### config.mk
export PLATFORM = sky130hd
export DESIGN_NAME = bbc_stack_flat
export DESIGN_NICKNAME = d
export VERILOG_FILES = /design/src/sv/bbc_pkg.sv /design/src/sv/bbc_in_if.sv /design/src/sv/bbc_stack.sv /design/src/flat_wrapper.sv
export SDC_FILE = /design/constraint.sdc
export NUM_CORES = 1
export LEC_CHECK = 0
export BUFFER_PORTS_ARGS = -buffer_cell sky130_fd_sc_hd__buf_2
export CORE_UTILIZATION = 59
export CTS_CLUSTER_SIZE = 8
export DETAILED_ROUTE_END_ITERATION = 10
export PLACE_DENSITY_LB_ADDON = 0.3
export SLEW_MARGIN = 10
export SYNTH_ARGS = -nofsm -noshare
export SYNTH_HDL_FRONTEND = slang
export SYNTH_SLANG_ARGS = --single-unit
### constraint.sdc
create_clock -name clk -period 6.2 [get_ports clk]
set_clock_uncertainty 0.1 [all_clocks]
set_input_delay 0.31 -clock clk [delete_from_list [all_inputs] [get_ports clk]]
set_output_delay 0.31 -clock clk [all_outputs]
set_load 0.05 [all_outputs]
### src/sv/bbc_pkg.sv
// Shared types, cause codes and character decode for the bracket balance checker.
`timescale 1ns / 1ps

package bbc_pkg;

  // Cause codes carried in fault_cause
  localparam logic [2:0] CAUSE_NONE     = 3'd0;
  localparam logic [2:0] CAUSE_MISMATCH = 3'd1;
  localparam logic [2:0] CAUSE_EMPTY    = 3'd2;
  localparam logic [2:0] CAUSE_UNCLOSED = 3'd3;
  localparam logic [2:0] CAUSE_OVERFLOW = 3'd4;

  // Bracket kinds as stored on the stack
  localparam logic [1:0] KIND_PAREN   = 2'd0;
  localparam logic [1:0] KIND_BRACE   = 2'd1;
  localparam logic [1:0] KIND_ANGLE   = 2'd2;
  localparam logic [1:0] KIND_SQUARE  = 2'd3;

  // ASCII codes of the brackets
  localparam logic [7:0] CHR_OPEN_PAREN   = 8'h28;
  localparam logic [7:0] CHR_CLOSE_PAREN  = 8'h29;
  localparam logic [7:0] CHR_OPEN_BRACE   = 8'h7B;
  localparam logic [7:0] CHR_CLOSE_BRACE  = 8'h7D;
  localparam logic [7:0] CHR_OPEN_ANGLE   = 8'h3C;
  localparam logic [7:0] CHR_CLOSE_ANGLE  = 8'h3E;
  localparam logic [7:0] CHR_OPEN_SQUARE  = 8'h5B;
  localparam logic [7:0] CHR_CLOSE_SQUARE = 8'h5D;

  typedef logic [1:0] kind_t;
  typedef logic [2:0] cause_t;

  // Decoded character
  typedef struct packed {
    logic  is_open;
    logic  is_close;
    kind_t kind;
  } char_class_t;

  // Stage handed from the stack stage to the verdict stage
  typedef struct packed {
    logic   valid;
    logic   last;      // beat carried the end mark
    logic   popped;    // closer popped an entry, read data is live
    kind_t  kind;      // kind of the closer
    cause_t fault;     // overflow or empty-stack fault found at the stack
    logic   count_nz;  // stack not empty after this beat's push or pop
  } stage_t;

  function automatic char_class_t classify(input logic [7:0] c);
    char_class_t r;
    r = '0;
    case (c)
      CHR_OPEN_PAREN:   begin r.is_open  = 1'b1; r.kind = KIND_PAREN;  end
      CHR_OPEN_BRACE:   begin r.is_open  = 1'b1; r.kind = KIND_BRACE;  end
      CHR_OPEN_ANGLE:   begin r.is_open  = 1'b1; r.kind = KIND_ANGLE;  end
      CHR_OPEN_SQUARE:  begin r.is_open  = 1'b1; r.kind = KIND_SQUARE; end
      CHR_CLOSE_PAREN:  begin r.is_close = 1'b1; r.kind = KIND_PAREN;  end
      CHR_CLOSE_BRACE:  begin r.is_close = 1'b1; r.kind = KIND_BRACE;  end
      CHR_CLOSE_ANGLE:  begin r.is_close = 1'b1; r.kind = KIND_ANGLE;  end
      CHR_CLOSE_SQUARE: begin r.is_close = 1'b1; r.kind = KIND_SQUARE; end
      default:          r = '0;
    endcase
    return r;
  endfunction

endpackage

### src/sv/bbc_in_if.sv
// Input channel: one text byte and its end mark per beat.
`timescale 1ns / 1ps

interface bbc_in_if;
  logic       valid;
  logic       ready;
  logic [7:0] text_byte;
  logic       end_of_text;

  modport source (output valid, output text_byte, output end_of_text, input ready);
  modport sink   (input valid, input text_byte, input end_of_text, output ready);
endinterface

### src/sv/bbc_stack.sv
// Stack stage: decodes each byte, keeps the fill count and pushes or pops the kind memory.
`timescale 1ns / 1ps

module bbc_stack #(
  parameter int STACK_DEPTH = 64
) (
  input  logic             clk,
  input  logic             rst,
  bbc_in_if.sink           bytes,
  input  logic             take,      // verdict stage consumes the held stage
  output bbc_pkg::stage_t  stage,
  output bbc_pkg::kind_t   rd_kind
);

  localparam int AW = (STACK_DEPTH > 1) ? $clog2(STACK_DEPTH) : 1;
  localparam int CW = $clog2(STACK_DEPTH + 1);
  localparam logic [CW-1:0] DEPTH_CNT = CW'(STACK_DEPTH);

  // Kind memory, synchronous read into a register
  bbc_pkg::kind_t mem [STACK_DEPTH];

  logic [CW-1:0]        count;
  logic [CW-1:0]        count_op;
  logic [CW-1:0]        count_m1;
  bbc_pkg::char_class_t cls;
  logic                 accept;
  logic                 push_ok;
  logic                 pop_ok;
  bbc_pkg::cause_t      fault;

  // Decode and stack bounds
  always_comb begin
    cls      = bbc_pkg::classify(bytes.text_byte);
    push_ok  = cls.is_open && (count != DEPTH_CNT);
    pop_ok   = cls.is_close && (count != '0);
    count_m1 = count - CW'(1);
    if (cls.is_open && !push_ok) begin
      fault = bbc_pkg::CAUSE_OVERFLOW;
    end else if (cls.is_close && !pop_ok) begin
      fault = bbc_pkg::CAUSE_EMPTY;
    end else begin
      fault = bbc_pkg::CAUSE_NONE;
    end
    if (push_ok) begin
      count_op = count + CW'(1);
    end else if (pop_ok) begin
      count_op = count_m1;
    end else begin
      count_op = count;
    end
  end

  // Take a new beat when the stage is free or being drained
  assign bytes.ready = !stage.valid || take;
  assign accept      = bytes.valid && bytes.ready;

  // Fill count, cleared after the end mark
  always_ff @(posedge clk) begin
    if (rst) begin
      count <= '0;
    end else if (accept) begin
      count <= bytes.end_of_text ? '0 : count_op;
    end
  end

  // Push writes at the fill count, pop reads just below it
  always_ff @(posedge clk) begin
    if (accept && push_ok) begin
      mem[count[AW-1:0]] <= cls.kind;
    end
    if (accept && pop_ok) begin
      rd_kind <= mem[count_m1[AW-1:0]];
    end
  end

  // Stage register toward the verdict logic
  always_ff @(posedge clk) begin
    if (rst) begin
      stage.valid <= 1'b0;
    end else if (accept) begin
      stage.valid <= 1'b1;
    end else if (take) begin
      stage.valid <= 1'b0;
    end
    if (accept) begin
      stage.last     <= bytes.end_of_text;
      stage.popped   <= pop_ok;
      stage.kind     <= cls.kind;
      stage.fault    <= fault;
      stage.count_nz <= (count_op != '0);
    end
  end

endmodule

### src/flat_wrapper.sv
// flat-port wrapper written by rule: the top's interface ports become plain ports
module bbc_stack_flat 
#(
  parameter int STACK_DEPTH = 64
)
  (clk, rst, take, stage, rd_kind, bytes_valid, bytes_text_byte, bytes_end_of_text, bytes_ready);
  bbc_in_if bytes_i ();
  input  logic clk;
  input  logic rst;
  input  logic take;
  output bbc_pkg::stage_t stage;
  output bbc_pkg::kind_t rd_kind;
  input wire logic [$bits(bytes_i.valid)-1:0] bytes_valid;
  input wire logic [$bits(bytes_i.text_byte)-1:0] bytes_text_byte;
  input wire logic [$bits(bytes_i.end_of_text)-1:0] bytes_end_of_text;
  output wire logic [$bits(bytes_i.ready)-1:0] bytes_ready;
  assign bytes_i.valid = bytes_valid;
  assign bytes_i.text_byte = bytes_text_byte;
  assign bytes_i.end_of_text = bytes_end_of_text;
  assign bytes_ready = bytes_i.ready;
  bbc_stack #(.STACK_DEPTH(STACK_DEPTH)) u_core (.clk(clk), .rst(rst), .bytes(bytes_i), .take(take), .stage(stage), .rd_kind(rd_kind));
endmodule
After elaboration in Yosys (flattened, before gate mapping)
Memories as Yosys holds them, arrays and structs flattened. A register that Yosys moved wholly into a read port is not among the register bits.
Cells that the tools add are included.
{ "totals": {"ff_bits": 16, "ram_bits": 128, "input_bits": 13, "output_inout_bits": 12, "wordCells": 49, "n_memories": 1} }
{ "mem_list": {"columns": ["memory", "words", "word_bits", "rd", "rd_clocked_by_memory_dff", "wr", "line", "text"], "rows": [
  ["u_core.mem", 64, 2, 1, 1, 1, "bbc_stack.sv:20", "bbc_pkg::kind_t mem [STACK_DEPTH];"]
]} }
{ "op_classes": {"n_addsub": 2, "n_eq_ne": 9, "muxes": 11, "reduce_logical": 19} }
{ "ops": {"columns": ["op", "n"], "rows": [
  ["$eq 8x6->1 const B", 4],
  ["$eq 8x7->1 const B", 4],
  ["$mux 7", 3],
  ["$reduce_bool 7->1", 2],
  ["$reduce_or 4->1", 2],
  ["$add 7x1->7 const B", 1],
  ["$logic_and 1x1->1", 7],
  ["$ne 7x7->1 const B", 1],
  ["$sub 7x1->7 const B", 1],
  ["$mux 1", 6],
  ["$pmux 2 s3", 1],
  ["$reduce_or 2->1", 3],
  ["$logic_not 1->1", 3],
  ["$mux 2", 1],
  ["$reduce_bool 2->1", 1],
  ["$logic_or 1x1->1", 1]
]} }

Depth between registers and ports, before layout
{ "logic_depth": {"ltp_word": 7, "depth_mapped": 13} }

Worst setup path before layout
No wires, ideal clock.
{ "synth_path": {"path_type": "input port to flip-flop", "startpoint": "input bytes_text_byte[2]", "endpoint": "memory u_core.mem[0][1] (netlist bit), data pin", "setup_ps": 378, "arrival_time_ps": 4407, "required_ps": 5722, "path_slack_ps": 1315, "path_stages": 3, "cell_sequence": "nand2b_1 a211oi_1 a32o_1"} }
{ "synth_lines": {"columns": ["item", "line", "text"], "rows": [
  ["from (decl)", "flat_wrapper.sv:14", "input wire logic [$bits(bytes_i.text_byte)-1:0] bytes_text_byte;"],
  ["to (decl)", "bbc_stack.sv:20", null]
]} }

Worst setup path in the final report
{ "layout_path": {"startpoint": "register u_core.count[0]", "endpoint": "memory u_core.mem[26][1] (netlist bit) (enable)"} }
{ "layout_via": {"elab_chain_len": 5} }
{ "layout_rtl": {"columns": ["item", "line", "text"], "rows": [
  ["from (decl)", "bbc_stack.sv:22", "logic [CW-1:0] count;"],
  ["from (signal assigned)", "bbc_stack.sv:62", "count <= bytes.end_of_text ? '0 : count_op;"],
  ["$ne 7x7->1", "bbc_stack.sv:34", "push_ok = cls.is_open && (count != DEPTH_CNT);"],
  ["$logic_and 1x1->1", "bbc_stack.sv:34", null],
  ["$logic_and 1x1->1", "bbc_stack.sv:68", "if (accept && push_ok) begin"],
  ["$mux 1", "bbc_stack.sv:68", null],
  ["$mux 1 (not written as such)", "bbc_stack.sv:69", "mem[count[AW-1:0]] <= cls.kind;"]
]} }
Several ways; a longest one is shown, not always the timed one.

==> results.py <==
metrics = {
    "synthesis": {
        "yosys.cell_types.count": 53,
        "netlist_instances": 418,
        "ys_async_sr_fraction_pct": 0,
        "synth_sequential_area_ratio_pct": 65.6,
        "syn_nets": 433,
        "synthesis.area_um2": 6510,
        "synth_flop_cell": "sky130_fd_sc_hd__edfxtp_1",
        "yosys_warnings": 0,
        "syn_area_per_cell_um2": 15.6,
        "number_of_flops_mapped_to_enable_cells_by_yosys": 137,
        "postSynthRegisterBits": 145,
    },
    "route": {
        "drt_drc_violations_left": 0,
        "met3_length_mm": 1.07,
        "detail-route-antenna-nets": 0,
        "routed_via_density": 6.48,
        "routedLengthMet1_mm": 5.80,
        "route.detailed.wl_per_inst_um": 23.8,
        "top_layer_used": "met4",
        "met2WireLength_mm": 6.87,
        "vias": 3776,
        "detail_route.wirelength_mm": 13.9,
        "detailedRoute.firstPassIterationCount": 4,
        "drt_iter0_drc": 344,
    },
    "sta": {
        "finalSetupTns_ns": 0,
        "shortest_period_the_worst_path_allows_ns": 3.75,
        "timing.final.ws_setup_ns": 2.45,
        "tightestPinTransition_ns": 0.802,
        "report.final.hold_viol_count": 0,
        "fmax_ghz": 0.267,
        "report.final.setup_viol": 0,
        "max_slew_margin_pct": 46.3,
        "grt_setup_unrepaired": "false",
        "layout_worst_path_cycle_share_pct": 60.5,
        "timing.final.max_slew_violations": 0,
    },
    "final_layout": {
        "final-instance-count-excl-fill": 583,
        "nNetsFinal": 449,
        "share_of_the_core_filled_with_cells_pct": 69.7,
        "syn2layout_area_growth_pct": 12.5,
        "drive_gt1_share_pct": 24.8,
        "insertedDiodeCount": 0,
        "final_standard_cell_area_without_fillers_um2": 7330,
    },
    "setup_path": {
        "crit_family": "simple AND/OR/NAND/NOR gates",
        "worst-setup-path-type": "reg2reg",
        "critical_path_peak_fanout": 18,
        "worstSetupEndpointType": "flip-flop",
        "crit_path_start_kind": "flip-flop",
        "critPathArrivalTime_ns": 3.86,
        "timing.critical_path.slowest_cell_delay_ns": 0.72,
        "required_ns": 6.32,
        "path_buf_inv": 1,
        "critical-path-slowest-cell": "sky130_fd_sc_hd__dfxtp_2",
        "path_cells": "inv_1, ha_1, nor3b_1, nand3_1, a21boi_2, nand2_1, or4_1, nor2_1",
    },
    "status": {
        "outcome": "finished clean",
    },
    "clock_network": {
        "cts.root.buffer_cell": "sky130_fd_sc_hd__clkbuf_8",
        "h_tree_lvl_count": 4,
        "tritoncts_num_sinks": 145,
        "clock_tree.buffer_depth": 2,
        "clkSlewWorstSetupHoldPaths_ns": 0.07,
        "cts_tree": "yes",
        "cts_made_buffers": 17,
        "worst_skew_pair.late_latency_ns": 0.53,
    },
    "floorplanning": {
        "fp.dieH_um": 107,
        "coreArea_um2": 10500,
        "floorplan.io_pins": 25,
        "initial_utilization_pct": 62.0,
        "die_area_um2": 11500,
        "die_w_um": 107,
        "num_rows": 37,
    },
    "place": {
        "i_o_buffers": 23,
        "detailedPlace.worstSlack_ns": 2.44,
        "gp_routability_congestion": 0.889,
        "place_inst": 547,
        "postPlaceCellArea_um2": 6680,
        "dpl.hpwl_mm": 8.71,
    },
    "pwr": {
        "p_leak_nw": 2.31,
        "power_per_cell_area_nw_per_um2": 293,
        "worst_ir_drop_vdd_v": 0.000330,
    },
    "hold_path": {
        "hp-class": "in2reg",
    },
    "global_routing": {
        "grt_overflow": 0,
        "number_of_antenna_violations_at_the_first_check_in_global_routing": 0,
        "grt_start_max_net_pins": 66,
        "via_count_of_the_first_global_routing_pass": 3737,
        "groute.usage.overall_pct": 27.2,
        "grt_pass1_wl_mm": 21.9,
    },
    "job": {
        "max-cap-violations": 0,
    },
}
sequential cells by signal, summed over array words and instances, names as in the netlist:
| name | count |
|---|---|
| u_core.count | 7 |
| u_core.mem | 128 |
| u_core.rd_kind | 2 |
| u_core.stage | 8 |
cell families after synthesis:
| logic type | count (synthesis) | synth area share (%) |
|---|---|---|
| XOR/XNOR | 6 | 0.807 |
| adder cells (fa/ha/maj) | 2 | 0.384 |
| other | 1 | 0.0576 |
| flip-flops | 145 | 65.6 |
| multiplexers | 43 | 14.7 |
| AND/OR/NAND/NOR | 128 | 9.72 |
| buffers and inverters | 45 | 3.15 |
| AO/OA/AOI/OAI | 48 | 5.57 |
cells in the final DEF, fill, tap and decap left out, types with 3 or more instances in the layout:
cell type                         n
sky130_fd_sc_hd__a211o_1          3
sky130_fd_sc_hd__clkinv_4         3
sky130_fd_sc_hd__clkbuf_16       16
sky130_fd_sc_hd__nand2_1         11
sky130_fd_sc_hd__o211ai_1         3
sky130_fd_sc_hd__a211oi_1         5
sky130_fd_sc_hd__and2_1           3
sky130_fd_sc_hd__mux4_2          42
sky130_fd_sc_hd__nor3_1          10
sky130_fd_sc_hd__buf_2           23
sky130_fd_sc_hd__xnor2_1          4
sky130_fd_sc_hd__buf_4            5
sky130_fd_sc_hd__bufinv_16        4
sky130_fd_sc_hd__nand2b_1         5
sky130_fd_sc_hd__inv_1           10
sky130_fd_sc_hd__nand3_1          8
sky130_fd_sc_hd__o21ai_0          4
sky130_fd_sc_hd__clkinv_2         3
sky130_fd_sc_hd__dfxtp_1          7
sky130_fd_sc_hd__or3_1           13
sky130_fd_sc_hd__edfxtp_1       137
sky130_fd_sc_hd__a21oi_1          9
sky130_fd_sc_hd__or4_1            3
sky130_fd_sc_hd__nor2_1          60
sky130_fd_sc_hd__dlygate4sd3_1    4
sky130_fd_sc_hd__nor4_1           3
worst min-delay path, stage by stage:
cell                      delay, ns
sky130_fd_sc_hd__buf_2         0.11
sky130_fd_sc_hd__or4_1         0.30
sky130_fd_sc_hd__a21oi_1       0.11
final timing paths:
| check | start | cells past startpoint | endpoint | slack, ns |
|---|---|---|---|---|
| worst max-delay path | u_core.count[0] | 8 | u_core.mem[26][1] | 2.45 |
| worst min-delay path | bytes_text_byte[0] | 3 | u_core.stage[3] | 0.36 |
| worst max register to register | u_core.count[0] | 8 | u_core.mem[26][1] | 2.45 |
| worst min register to register | u_core.count[6] | 2 | u_core.count[6] | 0.57 |
power breakdown:
part	total (mW)	switching (mW)	internal [mW]
Sequential	1.06	0.00113	1.06
Clock	1.04	0.388	0.652
Combinational	0.0435	0.0309	0.0126
layout make-up:
class / instances / area (um2)
multi-input combinational: 228 / 2050
clock buffer: 18 / 418
timing repair buffer: 32 / 193
sequential: 145 / 4280
fill: 674 / 3180
inverter: 10 / 37.5
tap: 136 / 170
clock inverter: 14 / 189
per-stage QoR:
stage / total power, mW / hold slack [ns]
global placement: 1.12 / 0.400
floorplan: 1.11 / 0.309
global route: 2.20 / 0.373
CTS: 2.15 / 0.316
detailed placement: 1.12 / 0.429
finish: 2.15 / 0.362
synthesized netlist by cell type (all sizes together), types with 3 or more instances:
cell type / instances / area (um2)
a211o: 3 / 26.3
a211oi: 6 / 45.0
a21oi: 10 / 61.3
and2: 3 / 18.8
buf: 13 / 85.1
clkbuf: 22 / 82.6
dfxtp: 8 / 160
edfxtp: 137 / 4110
inv: 10 / 37.5
mux4: 42 / 946
nand2: 11 / 41.3
nand2b: 5 / 31.3
nand3: 8 / 40.0
nor2: 60 / 225
nor3: 11 / 66.3
nor4: 3 / 18.8
o211ai: 3 / 22.5
o21ai: 4 / 20.0
o311ai: 3 / 26.3
or3: 13 / 81.3
or4: 3 / 22.5
xnor2: 4 / 35.0
metal layers:
layer / vias to the layer above / global-route usage (%)
met5: - / 0
met4: 0 / 8.71
met3: 11 / 7.42
met2: 173 / 40.7
met1: 1915 / 39.5
li1: 1677 / -
what timing repair did:
| action | CTS | global route |
|---|---|---|
| endpoints found under the setup margin | 0 | 0 |
| hold endpoints to repair | 7 | 0 |
| hold buffers | 4 | 0 |
| gates resized for setup | 0 | 0 |
| setup buffers | 0 | 0 |
(Power assumes the default switching activity.)
